--- src/slbm_pkg.sv ---
// ----------------------------------------------------------------------------
// slbm_pkg
// Shared types and constants for the serial-load bank mapper.
// ----------------------------------------------------------------------------
package slbm_pkg;

  // Bus access codes
  typedef enum logic [1:0] {
    CMD_CPU_RD = 2'd0,
    CMD_CPU_WR = 2'd1,
    CMD_PPU_RD = 2'd2,
    CMD_PPU_WR = 2'd3
  } slbm_cmd_t;

  // Mirroring codes
  typedef enum logic [2:0] {
    MIR_POWERUP  = 3'd0,
    MIR_ONE_LO   = 3'd1,
    MIR_ONE_HI   = 3'd2,
    MIR_VERTICAL = 3'd3,
    MIR_HORIZ    = 3'd4
  } slbm_mirror_t;

  // Target register picked by address bits 14:13 on the fifth serial bit
  typedef enum logic [1:0] {
    TGT_CONTROL = 2'd0,
    TGT_CHR0    = 2'd1,
    TGT_CHR1    = 2'd2,
    TGT_PRG     = 2'd3
  } slbm_target_t;

  localparam int unsigned MapW  = 23;
  localparam int unsigned AddrW = 16;
  localparam int unsigned DataW = 8;
  localparam int unsigned CfgAw = 3;
  localparam int unsigned CfgDw = 32;

  // Configuration register byte addresses
  localparam logic [CfgAw-1:0] CFG_ADDR_PRG_COUNT = 3'd0;
  localparam logic [CfgAw-1:0] CFG_ADDR_CHR_COUNT = 3'd4;

  // Reset values
  localparam logic [7:0] PRG_COUNT_RST = 8'd2;
  localparam logic [7:0] CHR_COUNT_RST = 8'd0;
  localparam logic [4:0] CONTROL_RST   = 5'h1C;

  localparam logic [2:0]     SHIFT_FULL  = 3'd5;
  localparam logic [MapW-1:0] BANK16_OFS = 23'h004000;

endpackage

--- src/serial_load_bank_mapper_top.sv ---
// ----------------------------------------------------------------------------
// serial_load_bank_mapper_top
// Serial-load cartridge bank mapper: serial register loader plus CPU and PPU
// address translation.
// ----------------------------------------------------------------------------
// Usage: every bus access (CPU read/write, PPU read/write) is one transfer on
// the in_ channel and yields exactly one transfer on the out_ channel. The
// block is a two-register pipeline: an input register, then the translation
// and serial-register update, then the result register. One access is taken
// every clock while in_stall is low; out_valid rises when it reaches the
// result register. A stalled output only back-pressures the input once both
// registers are full. Mapping of an access uses the bank registers as left by
// all earlier accesses; out_mirroring reports the state after the access itself.
// prg_bank_count and chr_bank_count are written over the APB port (offsets
// 0x0 and 0x4); the user writes them while no access is in flight, the block does not enforce this.
// ----------------------------------------------------------------------------
module serial_load_bank_mapper_top
  import slbm_pkg::*;
(
  input  logic                  clk,
  input  logic                  rst_n,
  // access input
  input  logic                  in_valid,
  output logic                  in_stall,
  input  logic [1:0]            in_command,
  input  logic [AddrW-1:0]      in_address,
  input  logic [DataW-1:0]      in_write_data,
  // result output
  output logic                  out_valid,
  input  logic                  out_stall,
  output logic [MapW-1:0]       out_mapped_address,
  output logic                  out_pass_through,
  output logic [2:0]            out_mirroring,
  // configuration
  input  logic                  psel,
  input  logic                  penable,
  input  logic                  pwrite,
  input  logic [CfgAw-1:0]      paddr,
  input  logic [CfgDw-1:0]      pwdata,
  output logic [CfgDw-1:0]      prdata,
  output logic                  pready
);

  // configuration registers
  logic [7:0] prg_count_r;
  logic [7:0] chr_count_r;

  // mapper state
  logic [4:0] shift_r,  shift_nxt;
  logic [2:0] count_r,  count_nxt;
  logic [4:0] ctrl_r,   ctrl_nxt;
  logic [4:0] chr0_r,   chr0_nxt;
  logic [4:0] chr1_r,   chr1_nxt;
  logic [4:0] prg_r,    prg_nxt;
  logic [2:0] mirror_r, mirror_nxt;

  // input stage
  logic             s1_valid_r;
  slbm_cmd_t        s1_cmd_r;
  logic [AddrW-1:0] s1_addr_r;
  logic [DataW-1:0] s1_data_r;

  // result stage
  logic            out_valid_r;
  logic [MapW-1:0] out_map_r, map_nxt;
  logic            out_pass_r, pass_nxt;

  logic s2_free;   // result register can take a new transfer
  logic s2_take;   // input stage moves into result stage
  logic s1_take;   // input transfer accepted

  assign s2_free  = !out_valid_r || !out_stall;
  assign s2_take  = s1_valid_r && s2_free;
  assign in_stall = s1_valid_r && !s2_free;
  assign s1_take  = in_valid && !in_stall;

  // ---------------------------------------------------------------------------
  // APB port: always ready, writes on the access phase
  // ---------------------------------------------------------------------------
  logic cfg_wr;
  assign pready = 1'b1;
  assign cfg_wr = psel && penable && pwrite;

  always_comb begin
    case (paddr)
      CFG_ADDR_PRG_COUNT: prdata = {24'd0, prg_count_r};
      CFG_ADDR_CHR_COUNT: prdata = {24'd0, chr_count_r};
      default:            prdata = '0;
    endcase
  end

  always_ff @(posedge clk) begin
    if (!rst_n) begin
      prg_count_r <= PRG_COUNT_RST;
      chr_count_r <= CHR_COUNT_RST;
    end else if (cfg_wr) begin
      if (paddr == CFG_ADDR_PRG_COUNT) prg_count_r <= pwdata[7:0];
      if (paddr == CFG_ADDR_CHR_COUNT) chr_count_r <= pwdata[7:0];
    end
  end

  // ---------------------------------------------------------------------------
  // Address translation, from the bank state before this access
  // ---------------------------------------------------------------------------
  logic [MapW-1:0] a_ext;
  logic [MapW-1:0] cpu_map;
  logic [MapW-1:0] ppu_map;
  logic [1:0]      prg_mode;
  logic [3:0]      prg_bank;
  logic [7:0]      last_bank;

  assign a_ext     = {7'd0, s1_addr_r};
  assign prg_mode  = ctrl_r[3:2];
  assign prg_bank  = prg_r[3:0];   // bit 4 does not select a bank
  assign last_bank = prg_count_r - 8'd1;

  always_comb begin
    if (!s1_addr_r[15]) begin
      cpu_map = a_ext;
    end else if (!prg_mode[1]) begin
      // 32 KB switching
      cpu_map = a_ext + {5'd0, prg_bank[3:1], 15'd0};
    end else if (prg_mode == 2'd2) begin
      // first bank fixed, upper half switched
      if (s1_addr_r[15:14] != 2'b11) begin
        cpu_map = a_ext;
      end else begin
        cpu_map = a_ext - BANK16_OFS + {5'd0, prg_bank, 14'd0};
      end
    end else begin
      // lower half switched, last bank fixed
      if (s1_addr_r[15:14] == 2'b11) begin
        cpu_map = a_ext - BANK16_OFS + {1'b0, last_bank, 14'd0};
      end else begin
        cpu_map = a_ext + {5'd0, prg_bank, 14'd0};
      end
    end
  end

  always_comb begin
    if (ctrl_r[4]) begin
      // two 4 KB banks
      if (!s1_addr_r[12]) begin
        ppu_map = {6'd0, chr0_r, 12'd0} + {11'd0, s1_addr_r[11:0]};
      end else begin
        ppu_map = {6'd0, chr1_r, 12'd0} + {11'd0, s1_addr_r[11:0]};
      end
    end else begin
      // one 8 KB bank
      ppu_map = {6'd0, chr0_r[4:1], 13'd0} + {10'd0, s1_addr_r[12:0]};
    end
  end

  // ---------------------------------------------------------------------------
  // Serial loader and result selection
  // ---------------------------------------------------------------------------
  logic [4:0] shifted;
  logic [2:0] count_inc;

  assign shifted   = {s1_data_r[0], shift_r[4:1]};
  assign count_inc = count_r + 3'd1;

  always_comb begin
    shift_nxt  = shift_r;
    count_nxt  = count_r;
    ctrl_nxt   = ctrl_r;
    chr0_nxt   = chr0_r;
    chr1_nxt   = chr1_r;
    prg_nxt    = prg_r;
    mirror_nxt = mirror_r;
    map_nxt    = a_ext;
    pass_nxt   = 1'b1;
    case (s1_cmd_r)
      CMD_CPU_RD: map_nxt = cpu_map;
      CMD_CPU_WR: begin
        if (s1_addr_r[15]) begin
          pass_nxt = 1'b0;
          if (s1_data_r[7]) begin
            // loader reset; forces the fixed-last-bank PRG mode
            shift_nxt = '0;
            count_nxt = '0;
            ctrl_nxt  = ctrl_r | 5'h0C;
          end else if (count_inc != SHIFT_FULL) begin
            shift_nxt = shifted;
            count_nxt = count_inc;
          end else begin
            shift_nxt = '0;
            count_nxt = '0;
            case (slbm_target_t'(s1_addr_r[14:13]))
              TGT_CONTROL: begin
                ctrl_nxt   = shifted;
                mirror_nxt = {1'b0, shifted[1:0]} + 3'd1;
              end
              TGT_CHR0: chr0_nxt = shifted;
              TGT_CHR1: chr1_nxt = shifted;
              TGT_PRG:  prg_nxt  = shifted;
              default:  prg_nxt  = shifted;
            endcase
          end
        end
      end
      CMD_PPU_RD: map_nxt = ppu_map;
      CMD_PPU_WR: begin
        // writes only land in character RAM
        if (chr_count_r != 8'd0) begin
          pass_nxt = 1'b0;
        end else begin
          map_nxt = ppu_map;
        end
      end
      default: map_nxt = a_ext;
    endcase
  end

  // ---------------------------------------------------------------------------
  // Pipeline and state registers
  // ---------------------------------------------------------------------------
  always_ff @(posedge clk) begin
    if (!rst_n) begin
      s1_valid_r  <= 1'b0;
      out_valid_r <= 1'b0;
      shift_r     <= '0;
      count_r     <= '0;
      ctrl_r      <= CONTROL_RST;
      chr0_r      <= '0;
      chr1_r      <= '0;
      prg_r       <= '0;
      mirror_r    <= MIR_POWERUP;
    end else begin
      if (s1_take) begin
        s1_valid_r <= 1'b1;
      end else if (s2_take) begin
        s1_valid_r <= 1'b0;
      end
      if (s2_take) begin
        out_valid_r <= 1'b1;
        shift_r     <= shift_nxt;
        count_r     <= count_nxt;
        ctrl_r      <= ctrl_nxt;
        chr0_r      <= chr0_nxt;
        chr1_r      <= chr1_nxt;
        prg_r       <= prg_nxt;
        mirror_r    <= mirror_nxt;
      end else if (!out_stall) begin
        out_valid_r <= 1'b0;
      end
    end
  end

  // payload registers, no reset
  always_ff @(posedge clk) begin
    if (s1_take) begin
      s1_cmd_r  <= slbm_cmd_t'(in_command);
      s1_addr_r <= in_address;
      s1_data_r <= in_write_data;
    end
    if (s2_take) begin
      out_map_r  <= map_nxt;
      out_pass_r <= pass_nxt;
    end
  end

  assign out_valid          = out_valid_r;
  assign out_mapped_address = out_map_r;
  assign out_pass_through   = out_pass_r;
  assign out_mirroring      = mirror_r;

`ifndef SYNTHESIS
  // the loader never holds five bits; the fifth always commits
  a_count_range: assert property (@(posedge clk) disable iff (!rst_n)
    count_r <= 3'd4)
    else $error("serial bit count out of range");

  // input stage only back-pressures when it holds a transfer
  a_stall_needs_item: assert property (@(posedge clk) disable iff (!rst_n)
    !s1_valid_r |-> !in_stall)
    else $error("input stalled with empty input stage");

  // mirroring is one of five codes
  a_mirror_code: assert property (@(posedge clk) disable iff (!rst_n)
    mirror_r <= MIR_HORIZ)
    else $error("mirror mode code out of range");

  // loader reset write clears the shifter and forces PRG mode 3
  a_loader_reset: assert property (@(posedge clk) disable iff (!rst_n)
    (s2_take && s1_cmd_r == CMD_CPU_WR && s1_addr_r[15] && s1_data_r[7])
    |=> (ctrl_r[3:2] == 2'b11 && count_r == 3'd0 && out_valid_r && !out_pass_r))
    else $error("loader reset not applied");
`endif

endmodule

--- config.mk ---
export PLATFORM = sky130hd
export DESIGN_NAME = serial_load_bank_mapper_top
export DESIGN_NICKNAME = d
export VERILOG_FILES = /design/src/slbm_pkg.sv /design/src/serial_load_bank_mapper_top.sv
export SDC_FILE = /design/constraint.sdc
export NUM_CORES = 1
export LEC_CHECK = 0
export BUFFER_PORTS_ARGS = -buffer_cell sky130_fd_sc_hd__buf_4
export CAP_MARGIN = 20
export CELL_PAD_IN_SITES_DETAIL_PLACEMENT = 1
export CELL_PAD_IN_SITES_GLOBAL_PLACEMENT = 1
export CORE_MARGIN = 2
export CORE_UTILIZATION = 41
export DETAILED_ROUTE_END_ITERATION = 12
export PLACE_DENSITY = 0.89
export SETUP_SLACK_MARGIN = 0.02
export SLEW_MARGIN = 20
export SYNTH_ARGS = -nofsm -noshare
export SYNTH_HDL_FRONTEND = slang
export SYNTH_SLANG_ARGS = --single-unit
--- constraint.sdc ---
create_clock -name clk -period 3.4 [get_ports clk]
set_clock_uncertainty 0.2 [all_clocks]
set_input_delay 0.17 -clock clk [delete_from_list [all_inputs] [get_ports clk]]
set_output_delay 0.17 -clock clk [all_outputs]
set_load 0.03 [all_outputs]
* Yosys cells after proc, flatten, opt, wreduce, memory -nomap -nowiden *
Cells that the tools add are included.
W data, S select, Z words.

operators by class
  eq/ne operators = 13
  div/mod/pow operators = 0
  $lt $le $gt $ge = 0
  multiply operators = 0
  muxes and demuxes = 24
  shift operators = 0
  reduce and logical (&&, ||, !) cells = 24
  add/sub/neg operators = 11
  bitwise operators = 2

operators by type and width
  kind                      count
  $mux W23                  6
  $pmux W23 S3              1
  $add A16 B18 Y19          2
  $add A17 B12 Y18          2
  $mux W18                  2
  $reduce_and A6 Y1         4
  $add A23 B18 Y23          1
  $add A23 B22 Y23          1
  $add A17 B13 Y18          1
  $sub A16 B15 Y17 const B  1
  $pmux W8 S2               1
  $eq A2 B2 Y1 const B      6
  $mux W4                   3
  $mux W5                   2
  $reduce_bool A8 Y1        1
  $sub A8 B1 Y8 const B     1
  $mux W1                   6
  $mux W3                   2
  $logic_and A1 B1 Y1       5
  $reduce_and A5 Y1         1
  $eq A2 B1 Y1 const B      2
  $logic_not A1 Y1          4
  $logic_not A2 Y1          2
  $ne A2 B2 Y1 const B      2
  12 further kinds          15

storage, ports and cells
  memory bits (read-only) = 0
  logic and storage cells = 91
  memories kept = 0
  bits in registers = 98
  RAM bits = 0
  input port bits = 68
  output and inout port bits = 62
  bits in latches = 0

* Depth between registers and ports, before layout *
Gate-level depths: netlist of the first run.

  depth after elaboration = 7
  depth in mapped cells = 11
  depth with buffers taken out = 11

* Worst setup path before layout of the first run *
OpenSTA, ideal clock, no wires.

  path type = register to register
  start point = register s1_addr_r[14]
  end point = register out_map_r[18], in the netlist out_mapped_address[18], data pin
  stages on the path, launching flop included = 10
  buffers on the path = 0
  setup time = 182 ps
  slack = 756 ps
  period minus slack after synthesis = 2644 ps
  data arrival time = 2262 ps
  data required time = 3018 ps
  cells stage by stage = edfxtp_1 -> inv_1 -> ha_1 -> ha_1 -> a21oi_1 -> nor2_1 -> nor2_1 -> ha_1 -> o21ai_0 -> nor4b_1

between the ends
  longest elaborated chain between the ends = 7
  elaborated cells between the ends (all ways) = 13
  classes of those cells = 5 x add/sub; 2 x eq/ne; 6 x mux

ends and longest elaborated chain
  item                                                  RTL line                                                                text
  start, declared                                       serial_load_bank_mapper_top.sv:60                                       logic [AddrW-1:0] s1_addr_r;
  start signal, assigned                                serial_load_bank_mapper_top.sv:254                                      s1_addr_r <= in_address;
  $sub A16 B15 Y17                                      serial_load_bank_mapper_top.sv:128, serial_load_bank_mapper_top.sv:133
  $add A23 B22 Y23 or $add A23 B18 Y23 (tied branches)  serial_load_bank_mapper_top.sv:133, serial_load_bank_mapper_top.sv:128
  $mux W23 (on tied branches)                           serial_load_bank_mapper_top.sv:132, serial_load_bank_mapper_top.sv:125
  $mux W23                                              serial_load_bank_mapper_top.sv:123                                      end else if (prg_mode == 2'd2) begin
  $mux W23 (*)                                          serial_load_bank_mapper_top.sv:120                                      end else if (!prg_mode[1]) begin
  $mux W23 (*)                                          serial_load_bank_mapper_top.sv:118                                      if (!s1_addr_r[15]) begin
  $pmux W23 S3 (*)                                      serial_load_bank_mapper_top.sv:173                                      case (s1_cmd_r)
  named net map_nxt[18]                                 serial_load_bank_mapper_top.sv:65                                       logic [MapW-1:0] out_map_r, map_nxt;
  end signal, assigned                                  serial_load_bank_mapper_top.sv:258                                      out_map_r <= map_nxt;
  end, declared                                         serial_load_bank_mapper_top.sv:65

Mark *: on every way through the listed nets, which the timed path passes. The rest lies on a longest branch.
A chain may end at the register's enable or synchronous reset.

* Final worst setup path of the first run *
  start point = register prg_count_r[0]
  end point = register out_map_r[21], in the netlist out_mapped_address[21], data pin

between the ends
  longest elaborated chain between the ends = 7

ends and longest elaborated chain
  item                    RTL line                            text
  start, declared         serial_load_bank_mapper_top.sv:45   logic [7:0] prg_count_r;
  start signal, assigned  serial_load_bank_mapper_top.sv:97   if (paddr == CFG_ADDR_PRG_COUNT) prg_count_r <= pwdata[7:0];
  $sub A8 B1 Y8           serial_load_bank_mapper_top.sv:115  assign last_bank = prg_count_r - 8'd1;
  $add A23 B22 Y23        serial_load_bank_mapper_top.sv:133  cpu_map = a_ext - BANK16_OFS + {1'b0, last_bank, 14'd0};
  $mux W23                serial_load_bank_mapper_top.sv:132  if (s1_addr_r[15:14] == 2'b11) begin
  $mux W23                serial_load_bank_mapper_top.sv:123
  $mux W23                serial_load_bank_mapper_top.sv:120
  $mux W23                serial_load_bank_mapper_top.sv:118
  $pmux W23 S3            serial_load_bank_mapper_top.sv:173
  named net map_nxt[21]   serial_load_bank_mapper_top.sv:65

The timed path passes the listed nets, and every way through them passes these cells.

==> impl_metrics.env, run 1 <==
export IMPL_placed_cell_area_mm2=0.00532
export IMPL_period_minus_slack_ns=2.89
export IMPL_first_pass_iters=4
export IMPL_drc=0
export IMPL_vias_per_cell=5.25
export IMPL_post_route_period_util_pct=84.9
export IMPL_yosysWarnings=0
export IMPL_dp_cells=633
export IMPL_routed_via_count=3576
export IMPL_cap_violations=0
export IMPL_stdcell_count=681
export IMPL_path_max_fanout=7
export IMPL_layout_drive_gt1_share_pct=19.7
export IMPL_drtAntennaViolNets=0
export IMPL_synth_top_cell_area_share_pct=28.0
export IMPL_initial_core_util_pct=41.7
export IMPL_post_cts_resize_count=0
export IMPL_clk_latency_ns=0.35
export IMPL_die_area_mm2=0.0124
export IMPL_track_usage_pct=21.3
export IMPL_row_count=39
export IMPL_irDropWorstVdd_uv=274
export IMPL_dpl_worst_slack_ns=0.520
export IMPL_cp_top_family="simple AND/OR/NAND/NOR gates"
export IMPL_cts_buffers=9
export IMPL_synth_area_mm2=0.00472
export IMPL_chipWidth_um=111
export IMPL_filler_cell_count=1251
export IMPL_grt_pass1_vias=3872
export IMPL_worstHoldStart="s1_addr_r[11]"
export IMPL_clk_path_buf_depth=2
export IMPL_grt_antenna_before_repair=0
export IMPL_post_cts_setup_buffers=0
export IMPL_endpoint_kind="flip-flop"
export IMPL_syn_area_per_cell_um2=11.0
export IMPL_slowest_delay_ns=0.42
export IMPL_ys_flop_type="dfxtp_1"
export IMPL_relSlewSlack_pct=58.0
export IMPL_nets=629
export IMPL_htree_levels=3
export IMPL_clkTransAtPathRegs_ns=0.07
export IMPL_synth_edf_count=44
export IMPL_regArea_mm2=0.00222
export IMPL_place_gp_congestion=0.810
export IMPL_cts_sinks=89
export IMPL_critPathBufInv=1
export IMPL_critPathLaunch="prg_count_r[0]"
export IMPL_crit_arrival_ns=2.79
export IMPL_r2r_start="prg_count_r[0]"
export IMPL_synth_area_top_cells="edfxtp_1 (28%), dfxtp_1 (19%), mux2i_1 (10%), ha_1 (6.6%), nor2b_1 (5.4%)"
export IMPL_syn_inst=428
export IMPL_p_leak_uw=0.00259
export IMPL_crit_path_frequent_cell="ha_1"
export IMPL_io_buffers=74
export IMPL_setup_tns_ns=0
export IMPL_tightest_slew_ns=0.629
export IMPL_async_flop_share_pct=0
export IMPL_overflow=0
export IMPL_setup_viol=0
export IMPL_hpwl_um=8520
export IMPL_status="finished clean"
export IMPL_core_mm2=0.0113
export IMPL_crit_chain="inv_1, ha_1, nand2_1, nor3_1, xor2_1, ha_1, nand4_1, a21oi_1, and3b_1, xnor2_1, a31o_2"
export IMPL_drt_iter0_markers=151
export IMPL_syn_to_final_growth_pct=25.9
export IMPL_seq_area_frac_synth_pct=47.1
export IMPL_design_area_mm2=0.00594
export IMPL_power_density_mw_per_mm2=415
export IMPL_required_ns=3.31
export IMPL_rsz0062_at_grt="false"
export IMPL_p_total_uw=2460
export IMPL_crit_slowest_cell="ha_1"
export IMPL_timing_fmax_mhz=346
export IMPL_fin_ws_ns=0.513
export IMPL_num_antenna_cells=0
export IMPL_grt_start_max_net_pins=48
export IMPL_ys_seq_elements=89
export IMPL_grt_first_pass_wirelength_um=20800
export IMPL_hold_viol=0
export IMPL_cts_root_buffer="clkbuf_16"
export IMPL_multi_input_area_mm2=0.00228
export IMPL_cp_start_kind="flip-flop"
export IMPL_synth_cell_types=50
export IMPL_critical_path_class="flip-flop to flip-flop"
export IMPL_synth_area_leader_cell="edfxtp_1"
export IMPL_wirelength_um=12800
export IMPL_ios=130
export IMPL_wl_per_cell_um=18.9
export IMPL_cts_tree="yes"
export IMPL_hp_class="flip-flop to flip-flop"
export IMPL_dieHeight_um=111
export IMPL_slew_violations=0
==> sequential cells by signal, summed over array words and instances, names as in the netlist, 4 cells and up <==
signal,count
prg_r,4
out_mapped_address,23
prg_count_r,8
shift_r,4
s1_addr_r,16
chr_count_r,8
chr1_r,5
chr0_r,5
==> cell families (layout without fill, tap and decap cells) <==
group / Yosys count / after routing / share of synthesized area [%]
AO/OA/AOI/OAI: 62 / 62 / 8.49
XOR/XNOR: 17 / 17 / 3.16
adder cells (fa/ha/maj): 28 / 28 / 7.90
buffers and inverters: 55 / 142 / 6.55
flip-flops: 89 / 89 / 47.1
multiplexers: 48 / 48 / 10.2
other: 2 / 25 / 0.159
AND/OR/NAND/NOR: 127 / 127 / 16.4
==> synth_stat cells (2+ instances only) <==
library cell,number
nor3b_1,2
o21a_1,2
nand2_1,24
clkbuf_1,12
and3b_1,3
a31o_2,2
nor2b_1,41
nor4_4,3
dfxtp_1,45
o21ai_0,10
nand3b_1,2
fa_1,3
ha_1,25
edfxtp_1,44
and3_1,3
or4_1,2
o211ai_1,3
mux2i_1,47
nand3_1,9
nor2_1,17
inv_1,16
conb_1,2
a211oi_1,2
nor3_1,5
nand4_1,4
a21oi_1,19
o21bai_1,2
buf_4,25
nand2b_1,4
a31oi_1,8
a21o_1,3
xnor2_1,9
nor4_1,3
xor2_1,8
a22oi_1,4
==> per-stage QoR <==
| stage | util [%] | hold slack (ns) |
|---|---|---|
| after floorplan | - | 0.0689 |
| after global placement | 47.0 | 0.149 |
| after detailed placement | 47.0 | 0.149 |
| after CTS | 52.4 | 0.217 |
| after global routing | 52.5 | 0.238 |
| final | 52.5 | 0.221 |
==> layout make-up <==
type / instances / share of cell area (%)
tap: 143 / 3.01
inverter: 16 / 1.01
timing repair buffer: 110 / 15.3
multi-input combinational: 307 / 38.4
clock buffer: 9 / 3.79
clock inverter: 7 / 1.10
sequential: 89 / 37.4
==> timing repair <==
| action | in CTS | in global routing |
|---|---|---|
| hold buffers | 32 | 0 |
| endpoints found under the setup margin | 0 | 0 |
| endpoints found under the hold margin | 39 | 0 |
==> layer usage <==
layer	global-route usage, %	vias up	wire length (µm)
met5	0	-	0
met4	11.2	0	620
met3	3.55	38	529
met2	37.3	110	6640
met1	25.0	1738	5050
li1	-	1690	-
==> cell usage in the layout, fill, tap and decap left out, types with 9 or more instances in the layout <==
cell type / instances
mux2i_1: 47
clkbuf_16: 9
nand3_1: 9
buf_4: 78
xnor2_1: 9
o21ai_0: 10
nor2_1: 17
dlygate4sd3_1: 32
a21oi_1: 19
ha_1: 25
nand2_1: 24
conb_1: 25
nor2b_1: 40
edfxtp_1: 44
dfxtp_1: 45
inv_1: 16
==> power breakdown <==
| group | internal (µW) | leakage (µW) | total (µW) | switching (µW) |
|---|---|---|---|---|
| registers | 1160 | 0.000786 | 1180 | 20.7 |
| logic | 115 | 0.00167 | 284 | 169 |
| clock network | 516 | 0.000141 | 1000 | 485 |
| total | 1790 | 0.00259 | 2460 | 674 |
==> worst reg2reg max path, cell delays in order, from the launching register on <==
cell and delay (ns):
dfxtp_1 0.35, inv_1 0.12, ha_1 0.20, nand2_1 0.10, nor3_1 0.26, xor2_1 0.14, ha_1 0.42, nand4_1 0.13
a21oi_1 0.14, and3b_1 0.21, xnor2_1 0.13, a31o_2 0.24
==> path summary, 6_finish.rpt <==
check | depth (start not counted) | slack (ns) | end
min reg2reg | 0 | 0.22 | out_mapped_address[11]
max reg2reg | 11 | 0.51 | out_mapped_address[21]
max | 11 | 0.51 | out_mapped_address[21]
min | 0 | 0.22 | out_mapped_address[11]
Power figures use the tool's default switching activity.
==> run 2: changes to the inputs <==
==> constraint.sdc (replaced) <==
create_clock -name clk -period 2.8 [get_ports clk]
set_clock_uncertainty 0.2 [all_clocks]
set_input_delay 0.14 -clock clk [delete_from_list [all_inputs] [get_ports clk]]
set_output_delay 0.14 -clock clk [all_outputs]
set_load 0.03 [all_outputs]
==> impl_metrics.env, run 2 (synthesized netlist as in run 1, its figures left out) <==
export IMPL_io_buffers=74
export IMPL_chipWidth_um=111
export IMPL_final_cell_mix="buf_4 (83), mux2i_1 (47), edfxtp_1 (44)"
export IMPL_regArea_mm2=0.00222
export IMPL_critPathBufInv=1
export IMPL_cp_start_kind="flip-flop"
export IMPL_rsz0062_at_grt="false"
export IMPL_period_minus_slack_ns=2.64
export IMPL_p_leak_uw=0.00262
export IMPL_drt_iter0_markers=172
export IMPL_crit_slowest_cell="fa_1"
export IMPL_hp_class="flip-flop to flip-flop"
export IMPL_post_route_period_util_pct=94.5
export IMPL_grt_pass1_vias=3956
export IMPL_dp_cells=636
export IMPL_relSlewSlack_pct=52.3
export IMPL_hold_viol=0
export IMPL_hpwl_um=8710
export IMPL_nets=634
export IMPL_stdcell_count=686
export IMPL_filler_cell_count=1253
export IMPL_timing_fmax_mhz=378
export IMPL_critical_path_class="flip-flop to flip-flop"
export IMPL_multi_input_area_mm2=0.00234
export IMPL_wl_per_cell_um=19.6
export IMPL_routed_via_count=3615
export IMPL_ios=130
export IMPL_grt_antenna_before_repair=0
export IMPL_syn_to_final_growth_pct=28.1
export IMPL_first_pass_iters=4
export IMPL_tightest_slew_ns=0.714
export IMPL_clk_path_buf_depth=2
export IMPL_vias_per_cell=5.27
export IMPL_setup_viol=0
export IMPL_irDropWorstVdd_uv=266
export IMPL_cts_buffers=9
export IMPL_layout_drive_gt1_share_pct=22.8
export IMPL_drc=0
export IMPL_htree_levels=3
export IMPL_cts_tree="yes"
export IMPL_largest_register_ffs=23
export IMPL_status="finished clean"
export IMPL_wirelength_um=13400
export IMPL_power_density_mw_per_mm2=503
export IMPL_setup_tns_ns=0
export IMPL_die_area_mm2=0.0124
export IMPL_overflow=0
export IMPL_timing_hold_ws_ns=0.223
export IMPL_rrSetupSlack_ns=0.16
export IMPL_row_count=39
export IMPL_endpoint_kind="flip-flop"
export IMPL_grt_start_max_net_pins=48
export IMPL_initial_core_util_pct=41.7
export IMPL_slew_violations=0
export IMPL_dieHeight_um=111
export IMPL_track_usage_pct=22.1
export IMPL_core_mm2=0.0113
export IMPL_crit_chain="inv_1, ha_2, fa_1, nand3b_1, nand2_1, xor2_1, a21oi_1, nor4b_4"
export IMPL_cts_root_buffer="clkbuf_16"
export IMPL_drtAntennaViolNets=0
export IMPL_required_ns=2.77
export IMPL_num_antenna_cells=0
export IMPL_grt_first_pass_wirelength_um=21400
export IMPL_clkTransAtPathRegs_ns=0.07
export IMPL_place_gp_congestion=0.787
export IMPL_cp_top_family="adder cells"
export IMPL_path_max_fanout=2
export IMPL_cap_violations=0
export IMPL_cts_sinks=89
export IMPL_crit_arrival_ns=2.62
export IMPL_slowest_delay_ns=0.46
export IMPL_final_common_cell="buf_4"
export IMPL_clk_latency_ns=0.35
-- run 2: cell types whose count changed in the layout (fill, tap and decap cells not counted), moves of 2 or more --
| cell | previous run | this run |
|---|---|---|
| dfxtp_1 | 45 | 43 |
| inv_8 | 2 | 0 |
| buf_4 | 78 | 83 |
| ha_2 | 0 | 2 |
| nor2_2 | 0 | 2 |
| dfxtp_2 | 0 | 2 |
| nor2_1 | 17 | 15 |
| clkbuf_1 | 0 | 2 |
| ha_1 | 25 | 22 |
-- run 2: repair_timing --
action	4_1_cts	5_1_grt
setup buffers	0	2
pin swaps	0	4
hold buffers	32	0
gates resized for setup	2	16
endpoints found under the setup margin	2	6
hold endpoints to repair	39	0
-- run 2: stage by stage --
step / instance area, µm² / util, % / setup slack [ns] / power, µW
final: 6040 / 53.4 / 0.155 / 3040
after global routing: 6040 / 53.4 / 0.0236 / 3130
after CTS: 5970 / 52.8 / 0.0222 / 3020
after detailed placement: 5350 / 47.2 / 0.0528 / 1760
after global placement: 5350 / 47.2 / 0.149 / 1750
after floorplan: 4800 / - / 0.156 / 1670
-- run 2: final timing paths --
kind	startpoint	endpoint	cells after the start
max	s1_addr_r[15]	out_mapped_address[18]	8
max reg2reg	s1_addr_r[15]	out_mapped_address[18]	8
min	s1_addr_r[7]	out_mapped_address[7]	0
min reg2reg	s1_addr_r[7]	out_mapped_address[7]	0
-- run 2: cell type report --
type	count	share of cell area [%]
clock inverter	5	1.04
sequential	89	36.8
tap	143	2.96
timing repair buffer	115	15.6
multi-input combinational	307	38.7
clock buffer	11	3.85
inverter	16	0.994
-- run 2: worst register-to-register path, cell delays in order, from the launching register on --
cell      delay (ns)
edfxtp_1        0.41
inv_1           0.12
ha_2            0.31
fa_1            0.46
nand3b_1        0.22
nand2_1         0.12
xor2_1          0.21
a21oi_1         0.14
nor4b_4         0.29
-- run 2: per-layer routing --
layer | track usage (%) | part of all wire [%] | routed length [µm] | up-vias
met5 | 0 | 0 | 0 | -
met2 | 40.6 | 54 | 7200 | 103
met1 | 24.6 | 38 | 5150 | 1784
li1 | - | - | - | 1697
met3 | 3.50 | 3.9 | 518 | 31
met4 | 10.8 | 4.1 | 549 | 0
-- run 2: power breakdown --
part           leakage (µW)  internal, µW  switching (µW)  total [µW]
Sequential         0.000786          1410            25.7        1430
Combinational       0.00170           145             211         356
Clock              0.000137           700             554        1250
==> run 3: changes to the inputs <==
--- a/config.mk
+++ b/config.mk
@@ -9,7 +9,7 @@
 export CAP_MARGIN = 20
 export CELL_PAD_IN_SITES_DETAIL_PLACEMENT = 1
 export CELL_PAD_IN_SITES_GLOBAL_PLACEMENT = 1
-export CORE_MARGIN = 2
+export CORE_MARGIN = 4
 export CORE_UTILIZATION = 41
 export DETAILED_ROUTE_END_ITERATION = 12
 export PLACE_DENSITY = 0.89
==> impl_metrics.env, run 3 (synthesized netlist as in run 1, its figures left out) <==
export IMPL_critPathBufInv=1
export IMPL_cts_buffers=9
export IMPL_crit_arrival_ns=2.61
export IMPL_grt_first_pass_wirelength_um=21100
export IMPL_hp_class="flip-flop to flip-flop"
export IMPL_critical_path_class="flip-flop to flip-flop"
export IMPL_vias_per_cell=5.39
export IMPL_slew_violations=0
export IMPL_place_gp_congestion=0.792
export IMPL_layout_drive_gt1_share_pct=22.7
export IMPL_final_cell_mix="buf_4 (83), mux2i_1 (47), dfxtp_1 (44), edfxtp_1 (44), nor2b_1 (40)"
export IMPL_grt_start_max_net_pins=48
export IMPL_grt_pass1_vias=3936
export IMPL_endpoint_kind="flip-flop"
export IMPL_initial_core_util_pct=42.8
export IMPL_die_area_mm2=0.0133
export IMPL_grt_antenna_before_repair=0
export IMPL_timing_hold_ws_ns=0.224
export IMPL_tightest_slew_ns=0.693
export IMPL_hold_viol=0
export IMPL_irDropWorstVdd_uv=393
export IMPL_path_max_fanout=7
export IMPL_largest_register_ffs=23
export IMPL_slowest_delay_ns=0.35
export IMPL_drt_iter0_markers=186
export IMPL_overflow=0
export IMPL_nets=634
export IMPL_final_common_cell="buf_4"
export IMPL_p_leak_uw=0.00261
export IMPL_wl_per_cell_um=20.3
export IMPL_wirelength_um=13800
export IMPL_placed_cell_area_mm2=0.00535
export IMPL_cts_root_buffer="clkbuf_16"
export IMPL_cts_tree="yes"
export IMPL_setup_viol=0
export IMPL_timing_fmax_mhz=369
export IMPL_relSlewSlack_pct=53.7
export IMPL_dieHeight_um=115
export IMPL_htree_levels=3
export IMPL_routed_via_count=3682
export IMPL_cap_violations=0
export IMPL_cp_top_family="simple AND/OR/NAND/NOR gates"
export IMPL_cp_start_kind="flip-flop"
export IMPL_dp_cells=634
export IMPL_first_pass_iters=4
export IMPL_stdcell_count=683
export IMPL_io_buffers=74
export IMPL_clk_path_buf_depth=2
export IMPL_rsz0062_at_grt="false"
export IMPL_post_route_period_util_pct=96.8
export IMPL_row_count=38
export IMPL_design_area_mm2=0.00602
export IMPL_track_usage_pct=20.9
export IMPL_clk_latency_ns=0.35
export IMPL_ios=130
export IMPL_hpwl_um=9130
export IMPL_p_total_uw=2940
export IMPL_chipWidth_um=115
export IMPL_setup_tns_ns=0
export IMPL_num_antenna_cells=0
export IMPL_drtAntennaViolNets=0
export IMPL_crit_chain="inv_1, ha_1, nand2_1, nor3_1, xor2_1, ha_4, nand4_1, a21oi_1, and3b_1, xnor2_1, a31o_2"
export IMPL_required_ns=2.70
export IMPL_power_density_mw_per_mm2=488
export IMPL_core_mm2=0.0110
export IMPL_clkTransAtPathRegs_ns=0.07
export IMPL_crit_slowest_cell="dfxtp_2"
export IMPL_period_minus_slack_ns=2.71
export IMPL_syn_to_final_growth_pct=27.6
export IMPL_cts_sinks=89
export IMPL_drc=0
export IMPL_status="finished clean"
-- run 3: changes by cell type in the layout (fill, tap and decap cells not counted), moves of 2 or more --
cell      previous run  this run
clkbuf_1             2         0
clkinv_1             0         2
clkinv_2             0         2
xor2_1               8         6
xor2_2               0         2
-- run 3: worst register-to-register path: cells and delay by family, from the launching register on --
kind	cells	cell delay [ns]
XOR/XNOR	2	0.41
adder cells (fa/ha/maj)	2	0.42
buffers and inverters	1	0.12
flip-flops	1	0.35
AO/OA/AOI/OAI	2	0.40
AND/OR/NAND/NOR	4	0.59
-- run 3: final timing paths --
path	cells after the start	to	slack (ns)	start
worst min-delay path	0	out_mapped_address[4]	0.22	s1_addr_r[4]
worst max-delay path	11	out_mapped_address[21]	0.09	prg_count_r[0]
worst min register to register	0	out_mapped_address[4]	0.22	s1_addr_r[4]
worst max register to register	11	out_mapped_address[21]	0.09	prg_count_r[0]
-- run 3: metal layers --
layer  share of wire [%]  track usage [%]  vias up
met1                  37             22.9     1821
met5                   0                0        -
met3                 4.6             3.32       41
met2                  54             38.9      122
met4                 3.9             10.5        0
li1                    -                -     1698
-- run 3: final cells by class --
| cell class | instances | area (µm²) |
|---|---|---|
| Tap cell | 140 | 175 |
| Timing Repair Buffer | 115 | 943 |
| Clock buffer | 9 | 225 |
| Sequential cell | 89 | 2220 |
| Inverter | 16 | 60.1 |
| Clock inverter | 7 | 45.0 |
| Multi-Input combinational cell | 307 | 2350 |
| Fill cell | 1203 | 5010 |
-- run 3: power by group --
group	switching (µW)	total, µW	internal [µW]
sequential	25.2	1430	1410
clock	541	1140	603
combinational	215	360	145
total	782	2940	2150
-- run 3: what timing repair did --
item	CTS	global route
hold buffers	32	0
endpoints found under the setup margin	1	3
pin swaps	0	3
buffers inserted	0	1
endpoints found under the hold margin	39	0
resized for setup	1	15
-- run 3: per-stage QoR --
step	util, %	worst slack [ns]
after global placement	48.5	0.145
after global routing	54.6	0.000255
final	54.6	0.0902
after detailed placement	48.5	0.0396
after floorplan	-	0.156
after CTS	53.9	0.0329
